[src/rtl/bpe_pkg.sv]
`timescale 1ns / 1ps
// ----------------------------------------------------------------------------
// bpe_pkg
// Shared types, constants, microcode table and helpers of the Bezier point
// evaluator.
// ----------------------------------------------------------------------------
package bpe_pkg;

    localparam int MAX_POINTS = 8;
    localparam int AW         = (MAX_POINTS > 1) ? $clog2(MAX_POINTS) : 1;

    localparam int COORD_W = 24;
    localparam int T_W     = 17;
    localparam int CNT_W   = 4;
    localparam int PIDX_W  = 3;
    localparam int DIFF_W  = COORD_W + 1;
    localparam int PROD_W  = T_W + 1 + DIFF_W;
    localparam int Q_W     = PROD_W - 16;
    localparam int SUM_W   = Q_W + 1;

    localparam logic [T_W-1:0]           T_ONE     = T_W'(65536);
    localparam logic signed [PROD_W-1:0] ROUND_C   = PROD_W'(32768);
    localparam logic signed [SUM_W-1:0]  COORD_MAX = SUM_W'(8388607);
    localparam logic signed [SUM_W-1:0]  COORD_MIN = -SUM_W'(8388608);

    localparam logic OP_WRITE = 1'b0;
    localparam logic OP_EVAL  = 1'b1;

    localparam int UPC_W = 3;
    localparam logic [UPC_W-1:0] UA_IDLE = 3'd0;
    localparam logic [UPC_W-1:0] UA_READ = 3'd1;
    localparam logic [UPC_W-1:0] UA_DIFF = 3'd2;
    localparam logic [UPC_W-1:0] UA_MUL  = 3'd3;
    localparam logic [UPC_W-1:0] UA_WB   = 3'd4;
    localparam logic [UPC_W-1:0] UA_FRD  = 3'd5;
    localparam logic [UPC_W-1:0] UA_FOUT = 3'd6;

    typedef enum logic [3:0] {
        SQ_NEXT     = 4'b0001,
        SQ_DISPATCH = 4'b0010,
        SQ_LOOP     = 4'b0100,
        SQ_DRAIN    = 4'b1000
    } seq_op_t;

    typedef struct packed {
        logic             accept;
        logic             rd_en;
        logic             ld_diff;
        logic             ld_prod;
        logic             wb_en;
        logic             ld_out;
        seq_op_t          op;
        logic [UPC_W-1:0] jmp_a;
        logic [UPC_W-1:0] jmp_b;
    } uword_t;

    typedef struct packed {
        logic           rd_en;
        logic           rd_work;
        logic [AW-1:0]  addr_a;
        logic [AW-1:0]  addr_b;
        logic           ld_diff;
        logic           ld_prod;
        logic           wb_en;
        logic [AW-1:0]  wb_addr;
        logic           st_wr;
        logic [AW-1:0]  st_addr;
        logic [T_W-1:0] t_val;
        logic           ld_out;
    } ctl_t;

    function automatic uword_t ucode(logic [UPC_W-1:0] upc);
        uword_t w;
        w = '{accept: 1'b0, rd_en: 1'b0, ld_diff: 1'b0, ld_prod: 1'b0, wb_en: 1'b0,
              ld_out: 1'b0, op: SQ_NEXT, jmp_a: UA_IDLE, jmp_b: UA_IDLE};
        unique case (upc)
            UA_IDLE: begin
                w.accept = 1'b1;
                w.op     = SQ_DISPATCH;
                w.jmp_a  = UA_READ;
                w.jmp_b  = UA_FRD;
            end
            UA_READ: w.rd_en   = 1'b1;
            UA_DIFF: w.ld_diff = 1'b1;
            UA_MUL:  w.ld_prod = 1'b1;
            UA_WB: begin
                w.wb_en = 1'b1;
                w.op    = SQ_LOOP;
                w.jmp_a = UA_READ;
                w.jmp_b = UA_FRD;
            end
            UA_FRD:  w.rd_en   = 1'b1;
            UA_FOUT: begin
                w.ld_out = 1'b1;
                w.op     = SQ_DRAIN;
                w.jmp_a  = UA_IDLE;
            end
            default: begin
                w.accept = 1'b1;
                w.op     = SQ_DISPATCH;
                w.jmp_a  = UA_READ;
                w.jmp_b  = UA_FRD;
            end
        endcase
        return w;
    endfunction

    // interpolation steps in the first round: points in use minus one
    function automatic logic [AW-1:0] steps_from_count(logic [CNT_W-1:0] pc);
        logic [AW-1:0] s;
        if (pc == '0) begin
            s = '0;
        end else if (32'(pc) > MAX_POINTS) begin
            s = AW'(MAX_POINTS - 1);
        end else begin
            s = AW'(pc - CNT_W'(1));
        end
        return s;
    endfunction

endpackage

[src/rtl/bezier_point_evaluator.sv]
`timescale 1ns / 1ps
// ----------------------------------------------------------------------------
// bezier_point_evaluator
// De Casteljau evaluation of a Bezier curve over stored control points,
// driven by a microcoded sequencer with one shared lane per coordinate.
// ----------------------------------------------------------------------------
//  channel  | direction | ports
//  s_       | in        | s_valid s_ready s_op s_point_index s_in_x s_in_y s_t_param
//  m_       | out       | m_valid m_ready m_out_x m_out_y
//  cfg_     | in        | cfg_we cfg_wdata (point_count)
//
//  Write item: taken with no result; the next item is taken right after.
//  Evaluate item: no next item is taken until the point is loaded into the
//  result register; each interpolation runs read, subtract, multiply,
//  write-back through the one multiplier of each lane.
//  Reset: point_count returns to 1; control point stores hold garbage until written.
//  Stalls: the result register takes the point; the sequencer holds in its
//  output step only while that register is full and not being drained.
// ----------------------------------------------------------------------------
module bezier_point_evaluator import bpe_pkg::*; (
    input  logic                      aclk,
    input  logic                      aresetn,
    input  logic                      cfg_we,
    input  logic [CNT_W-1:0]          cfg_wdata,
    input  logic                      s_valid,
    output logic                      s_ready,
    input  logic                      s_op,
    input  logic [PIDX_W-1:0]         s_point_index,
    input  logic signed [COORD_W-1:0] s_in_x,
    input  logic signed [COORD_W-1:0] s_in_y,
    input  logic [T_W-1:0]            s_t_param,
    output logic                      m_valid,
    input  logic                      m_ready,
    output logic signed [COORD_W-1:0] m_out_x,
    output logic signed [COORD_W-1:0] m_out_y
);

    ctl_t                      ctl;
    logic                      out_free;
    logic signed [COORD_W-1:0] ax;
    logic signed [COORD_W-1:0] ay;
    logic                      m_valid_reg;
    logic signed [COORD_W-1:0] out_x_reg;
    logic signed [COORD_W-1:0] out_y_reg;

    assign out_free = !m_valid_reg || m_ready;

    bpe_seq u_seq (
        .aclk          (aclk),
        .aresetn       (aresetn),
        .cfg_we        (cfg_we),
        .cfg_wdata     (cfg_wdata),
        .s_valid       (s_valid),
        .s_ready       (s_ready),
        .s_op          (s_op),
        .s_point_index (s_point_index),
        .s_t_param     (s_t_param),
        .out_free      (out_free),
        .ctl           (ctl)
    );

    bpe_lane u_lane_x (
        .aclk    (aclk),
        .ctl     (ctl),
        .st_data (s_in_x),
        .a_val   (ax)
    );

    bpe_lane u_lane_y (
        .aclk    (aclk),
        .ctl     (ctl),
        .st_data (s_in_y),
        .a_val   (ay)
    );

    always_ff @(posedge aclk) begin
        if (!aresetn) begin
            m_valid_reg <= 1'b0;
        end else if (ctl.ld_out) begin
            m_valid_reg <= 1'b1;
        end else if (m_ready) begin
            m_valid_reg <= 1'b0;
        end
    end

    always_ff @(posedge aclk) begin
        if (ctl.ld_out) begin
            out_x_reg <= ax;
            out_y_reg <= ay;
        end
    end

    assign m_valid = m_valid_reg;
    assign m_out_x = out_x_reg;
    assign m_out_y = out_y_reg;

endmodule

[src/rtl/bpe_lane.sv]
`timescale 1ns / 1ps
// ----------------------------------------------------------------------------
// bpe_lane
// One coordinate datapath: control point store, work store, subtract,
// multiply and rounded, saturated write-back.
// ----------------------------------------------------------------------------
module bpe_lane import bpe_pkg::*; (
    input  logic                      aclk,
    input  ctl_t                      ctl,
    input  logic signed [COORD_W-1:0] st_data,
    output logic signed [COORD_W-1:0] a_val
);

    logic signed [COORD_W-1:0] ctrl_mem [MAX_POINTS];
    logic signed [COORD_W-1:0] work_mem [MAX_POINTS];

    logic signed [COORD_W-1:0] rd_a_reg;
    logic signed [COORD_W-1:0] rd_b_reg;
    logic signed [DIFF_W-1:0]  diff_reg;
    logic signed [PROD_W-1:0]  prod_reg;

    logic signed [PROD_W-1:0]  rounded;
    logic signed [Q_W-1:0]     quot;
    logic signed [SUM_W-1:0]   sum;
    logic signed [COORD_W-1:0] res;

    always_ff @(posedge aclk) begin
        if (ctl.st_wr) begin
            ctrl_mem[ctl.st_addr] <= st_data;
        end
        if (ctl.wb_en) begin
            work_mem[ctl.wb_addr] <= res;
        end
    end

    always_ff @(posedge aclk) begin
        if (ctl.rd_en) begin
            if (ctl.rd_work) begin
                rd_a_reg <= work_mem[ctl.addr_a];
                rd_b_reg <= work_mem[ctl.addr_b];
            end else begin
                rd_a_reg <= ctrl_mem[ctl.addr_a];
                rd_b_reg <= ctrl_mem[ctl.addr_b];
            end
        end
        if (ctl.ld_diff) begin
            diff_reg <= DIFF_W'(rd_b_reg) - DIFF_W'(rd_a_reg);
        end
        if (ctl.ld_prod) begin
            prod_reg <= PROD_W'($signed({1'b0, ctl.t_val}) * diff_reg);
        end
    end

    always_comb begin
        rounded = prod_reg + ROUND_C;
        quot    = rounded[PROD_W-1:16];
        sum     = SUM_W'(rd_a_reg) + SUM_W'(quot);
        if (sum > COORD_MAX) begin
            res = COORD_MAX[COORD_W-1:0];
        end else if (sum < COORD_MIN) begin
            res = COORD_MIN[COORD_W-1:0];
        end else begin
            res = sum[COORD_W-1:0];
        end
    end

    assign a_val = rd_a_reg;

endmodule

[src/rtl/bpe_seq.sv]
`timescale 1ns / 1ps
// ----------------------------------------------------------------------------
// bpe_seq
// Microcode sequencer: step counter over the control word table, round and
// index counters, point count register and parameter register.
// ----------------------------------------------------------------------------
module bpe_seq import bpe_pkg::*; (
    input  logic              aclk,
    input  logic              aresetn,
    input  logic              cfg_we,
    input  logic [CNT_W-1:0]  cfg_wdata,
    input  logic              s_valid,
    output logic              s_ready,
    input  logic              s_op,
    input  logic [PIDX_W-1:0] s_point_index,
    input  logic [T_W-1:0]    s_t_param,
    input  logic              out_free,
    output ctl_t              ctl
);

    logic [UPC_W-1:0] upc_reg, upc_next;
    logic [AW-1:0]    idx_reg, idx_next;
    logic [AW-1:0]    steps_reg, steps_next;
    logic             work_reg, work_next;
    logic [T_W-1:0]   t_reg;
    logic [CNT_W-1:0] count_reg;

    uword_t        uw;
    logic          acc;
    logic [AW-1:0] first_steps;
    logic [AW-1:0] idx_inc;

    assign uw          = ucode(upc_reg);
    assign s_ready     = uw.accept;
    assign acc         = s_valid & uw.accept;
    assign first_steps = steps_from_count(count_reg);
    assign idx_inc     = AW'(idx_reg + AW'(1));

    always_comb begin
        upc_next   = upc_reg;
        idx_next   = idx_reg;
        steps_next = steps_reg;
        work_next  = work_reg;
        unique case (uw.op)
            SQ_NEXT: upc_next = UPC_W'(upc_reg + UPC_W'(1));
            SQ_DISPATCH: begin
                if (acc && s_op == OP_EVAL) begin
                    idx_next   = '0;
                    steps_next = first_steps;
                    work_next  = 1'b0;
                    upc_next   = (first_steps == '0) ? uw.jmp_b : uw.jmp_a;
                end
            end
            SQ_LOOP: begin
                if (idx_inc == steps_reg) begin
                    idx_next   = '0;
                    steps_next = AW'(steps_reg - AW'(1));
                    work_next  = 1'b1;
                    upc_next   = (steps_reg == AW'(1)) ? uw.jmp_b : uw.jmp_a;
                end else begin
                    idx_next = idx_inc;
                    upc_next = uw.jmp_a;
                end
            end
            SQ_DRAIN: begin
                if (out_free) begin
                    upc_next = uw.jmp_a;
                end
            end
            default: upc_next = UA_IDLE;
        endcase
    end

    always_ff @(posedge aclk) begin
        if (!aresetn) begin
            upc_reg   <= UA_IDLE;
            count_reg <= CNT_W'(1);
            idx_reg   <= '0;
            steps_reg <= '0;
            work_reg  <= 1'b0;
        end else begin
            upc_reg   <= upc_next;
            idx_reg   <= idx_next;
            steps_reg <= steps_next;
            work_reg  <= work_next;
            if (cfg_we) begin
                count_reg <= cfg_wdata;
            end
        end
    end

    always_ff @(posedge aclk) begin
        if (acc && s_op == OP_EVAL) begin
            t_reg <= (s_t_param > T_ONE) ? T_ONE : s_t_param;
        end
    end

    always_comb begin
        ctl.rd_en   = uw.rd_en;
        ctl.rd_work = work_reg;
        ctl.addr_a  = idx_reg;
        ctl.addr_b  = idx_inc;
        ctl.ld_diff = uw.ld_diff;
        ctl.ld_prod = uw.ld_prod;
        ctl.wb_en   = uw.wb_en;
        ctl.wb_addr = idx_reg;
        ctl.st_wr   = acc && s_op == OP_WRITE && 32'(s_point_index) < MAX_POINTS;
        ctl.st_addr = AW'(s_point_index);
        ctl.t_val   = t_reg;
        ctl.ld_out  = uw.ld_out & out_free;
    end

endmodule

[config.mk]
export PLATFORM = sky130hd
export DESIGN_NAME = bezier_point_evaluator
export DESIGN_NICKNAME = d
export VERILOG_FILES = /design/src/rtl/bpe_pkg.sv /design/src/rtl/bezier_point_evaluator.sv /design/src/rtl/bpe_lane.sv /design/src/rtl/bpe_seq.sv
export SDC_FILE = /design/constraint.sdc
export NUM_CORES = 2
export LEC_CHECK = 0
export BUFFER_PORTS_ARGS = -buffer_cell sky130_fd_sc_hd__buf_2
export CORE_MARGIN = 2
export CORE_UTILIZATION = 35
export DETAILED_ROUTE_END_ITERATION = 10
export SYNTH_ARGS = -nofsm -noshare
export SYNTH_HDL_FRONTEND = slang
export SYNTH_HIERARCHICAL = 1
export SYNTH_SLANG_ARGS = --single-unit
[constraint.sdc]
create_clock -name aclk -period 12.99 [get_ports aclk]
set_input_delay 1.9485 -clock aclk [delete_from_list [all_inputs] [get_ports aclk]]
set_output_delay 1.9485 -clock aclk [all_outputs]
set_load 0.03 [all_outputs]
==> results.md <==
* Status: finished clean
* Row count at 175
* Register bit total from synthesis at 1050
* Mapped Area at 79600 sq um
* Classification of the worst setup path: register to register
* Proportion of layout cells with a drive suffix above 1 at 15.6%
* Largest net degree at the start of global routing at 103
* Drt wl/cell at 23.0 um
* DR pass1 iterations at 6
* Initial core utilization at 35.1%
* Max-cap violations at 0
* IO Port Bufs at 127
* WHS Path Cells at 2
* Storage element area at 31400 sq um
* CTS max path bufs at 3
* DR vias at 48433
* Initial antenna violation count at 29
* Final period util at 58.9%
* Arr. time, crit path at 8.13 ns
* Number of synthesized flops with an enable pin at 1035
* Worst r2r src: u_seq/t_reg[11]
* Iter 0 DRT Violations at 3964
* Reg2Reg Setup Slack at 5.34 ns
* Hold_buf cts at 0
* Number of routed nets with antenna violations at 0
* Reg clk slew, reported paths at 0.08 ns
* Layout fillers at 21331
* Area overhead of the layout relative to synthesis at 10.0%
* H-tree levels at 3
* Max stage delay cell, worst path: edfxtp_1
* Maximum clock rate at 131 MHz
* Setup TNS Final at 0 ns
* GRT overflow at 0
* Multi-input logic area at 43500 sq um
* Sequential share of the synthesized area at 39.4%
* HP Class: register to register
* GP Congestion at 0.868
* RSZ-0062 raised after global routing: no
* Clock sinks at 1050
* Yosys cell types at 100
* Worst slew pin tran at 1.19 ns
* Clock root buffer master: clkbuf_16
* Reg2Reg Capture Point: u_lane_x/prod_reg[29]
* GRT Overall Usage at 18.5%
* First-pass GRT wire length at 323000 um
* Post-Route WL at 211000 um
* Post-layout net count at 7288
* Die ar. at 231000 sq um
* Post-DP HPWL at 144000 um
* HP Start: u_seq/steps_reg[2]
* Post-cts sizing count at 0
* CP endpoint kind: register
* Fin. max-slew vios at 0
* Hold EP: u_seq/steps_reg[2]
* CTS tree: yes
* Worst R2R Path Depth at 20
* Most used cell, CP: fa_1
* Critical-path cell list: buf_4 -> nand2_1 -> fa_1 -> inv_1 -> fa_1 -> fa_1 -> fa_1 -> fa_1 -> inv_1 -> fa_1 -> inv_1 -> ha_1 -> and4_1 -> a221o_1 -> a211o_1 -> a31o_2 -> a41o_1 -> and2_1 -> o21a_1 -> o311a_1
* Final Hold Viols at 0
* Tmin final at 7.65 ns
* Post-Syn Area per Cell at 13.3 sq um
* WP data required at 13.47 ns
* Share of the synthesized area in the top cell type at 39.0%
* Die width at 481 um
* Vias per cell at 5.28
* Clock Latency Late Sink at 0.81 ns
* Syn_nets at 7222
* Asr flop ratio synth at 0%
* I/O pins at 128
* Skew final at 0.0989 ns
* Total CTS buffers at 113
* Critical path's largest stage delay at 1.01 ns
* Core area at 227000 sq um
* Setup repair bufs after CTS at 0
* YS warnings at 6
* Number of global-route vias before repair at 51352
* CP Max Fanout at 28
* Final setup fails at 0
* Top FF cell, synth: edfxtp_1
* Synth area leaders: edfxtp_1 39%, fa_1 21%, mux4_2 14%, ha_1 4.9%, inv_1 4.9%
* Cell count after synthesis at 5997
* Worst Setup Start Kind: register
* Remaining DRCs at 0
* Commonest cells in the synthesized netlist: 1035 x edfxtp_1, 1035 x inv_1, 832 x fa_1
* Post-synth top area cell: edfxtp_1
* Max_slew headroom at 19.9%
* Die height at 481 um
[cells in the final DEF (no fill, tap or decap), drive strengths merged, types with 6 or more instances in the layout]
cell type	count
buf	206
nor2b	52
o211ai	10
inv	1040
nor2	128
or2	8
a21o	66
xnor2	139
o31ai	8
nand3	51
xor2	56
clkbuf	137
and4	12
o21a	21
dfxtp	15
nor3	39
nand2b	38
fa	832
o21ai	111
a21boi	8
a211oi	12
a31o	6
edfxtp	1035
and2	425
nor4	9
nand2	530
nand4	27
mux2i	8
a21oi	127
ha	315
a31oi	21
bufinv	14
mux4	480
o21bai	12
diode	9
clkinvlp	6
and3	24
clkinv	47
[final cells by class]
class	instances	area share [%]
multi-input combinational	3657	49.6
inverter	1035	4.44
antenna	9	0.0257
tap	3009	4.30
sequential	1050	35.8
timing repair buffer	206	1.43
clock inverter	72	1.03
clock buffer	137	3.33
[worst max-delay path: cells and delay by family (launching register included)]
kind	cells	cell delay, ns
adder cells (fa/ha/maj)	7	3.43
AO/OA/AOI/OAI	6	1.73
buffers and inverters	4	0.66
AND/OR/NAND/NOR	3	0.53
flip-flops	1	1.01
[logic make-up after synthesis]
family	count (synthesis)	share of synthesized area (%)
AO/OA/AOI/OAI	464	4.04
XOR/XNOR	196	2.20
adder cells (fa/ha/maj)	1148	25.9
buffers and inverters	1290	6.20
flip-flops	1050	39.4
multiplexers	489	13.7
AND/OR/NAND/NOR	1360	8.59
[metrics by stage]
| step | cell area, sq um | hold WS (ns) | utilization, % | setup WS, ns | cells |
|---|---|---|---|---|---|
| final | 87600 | 0.516 | 38.6 | 5.34 | 9175 |
| after CTS | 87600 | 0.519 | 38.6 | 5.37 | 9166 |
| after detailed placement | 83800 | 0.506 | 36.9 | 5.42 | 8957 |
| after floorplan | 79600 | 0.457 | - | 6.35 | 5997 |
| after global routing | 87600 | 0.559 | 38.6 | 5.02 | 9171 |
| after global placement | 83800 | 0.498 | 36.9 | 5.48 | 8957 |
[routing by layer]
metal | wire length (um) | vias to the layer above | GRT usage, %
met5 | 190 | - | 0
met2 | 103000 | 1568 | 30.4
met4 | 7050 | 32 | 6.11
met3 | 13300 | 342 | 2.63
li1 | - | 20705 | -
met1 | 87900 | 25786 | 25.2
[worst max-delay path by stage]
stage / slack [ns] / depth (start not counted) / to / startpoint
2_1_floorplan: 6.35 / 25 / u_lane_y/prod_reg[42] / u_seq/t_reg[11]
3_3_place_gp: 5.48 / 20 / u_lane_x/prod_reg[29] / u_seq/t_reg[11]
3_5_place_dp: 5.42 / 20 / u_lane_x/prod_reg[29] / u_seq/t_reg[11]
4_1_cts: 5.37 / 20 / u_lane_x/prod_reg[29] / u_seq/t_reg[11]
5_1_grt: 5.02 / 21 / u_lane_x/prod_reg[41] / u_seq/t_reg[11]
6_report: 5.34 / 20 / u_lane_x/prod_reg[29] / u_seq/t_reg[11]
Power is left out: the tool's default activity adds up to more than one toggle a clock period on the data nets, which glitch-free logic cannot reach.
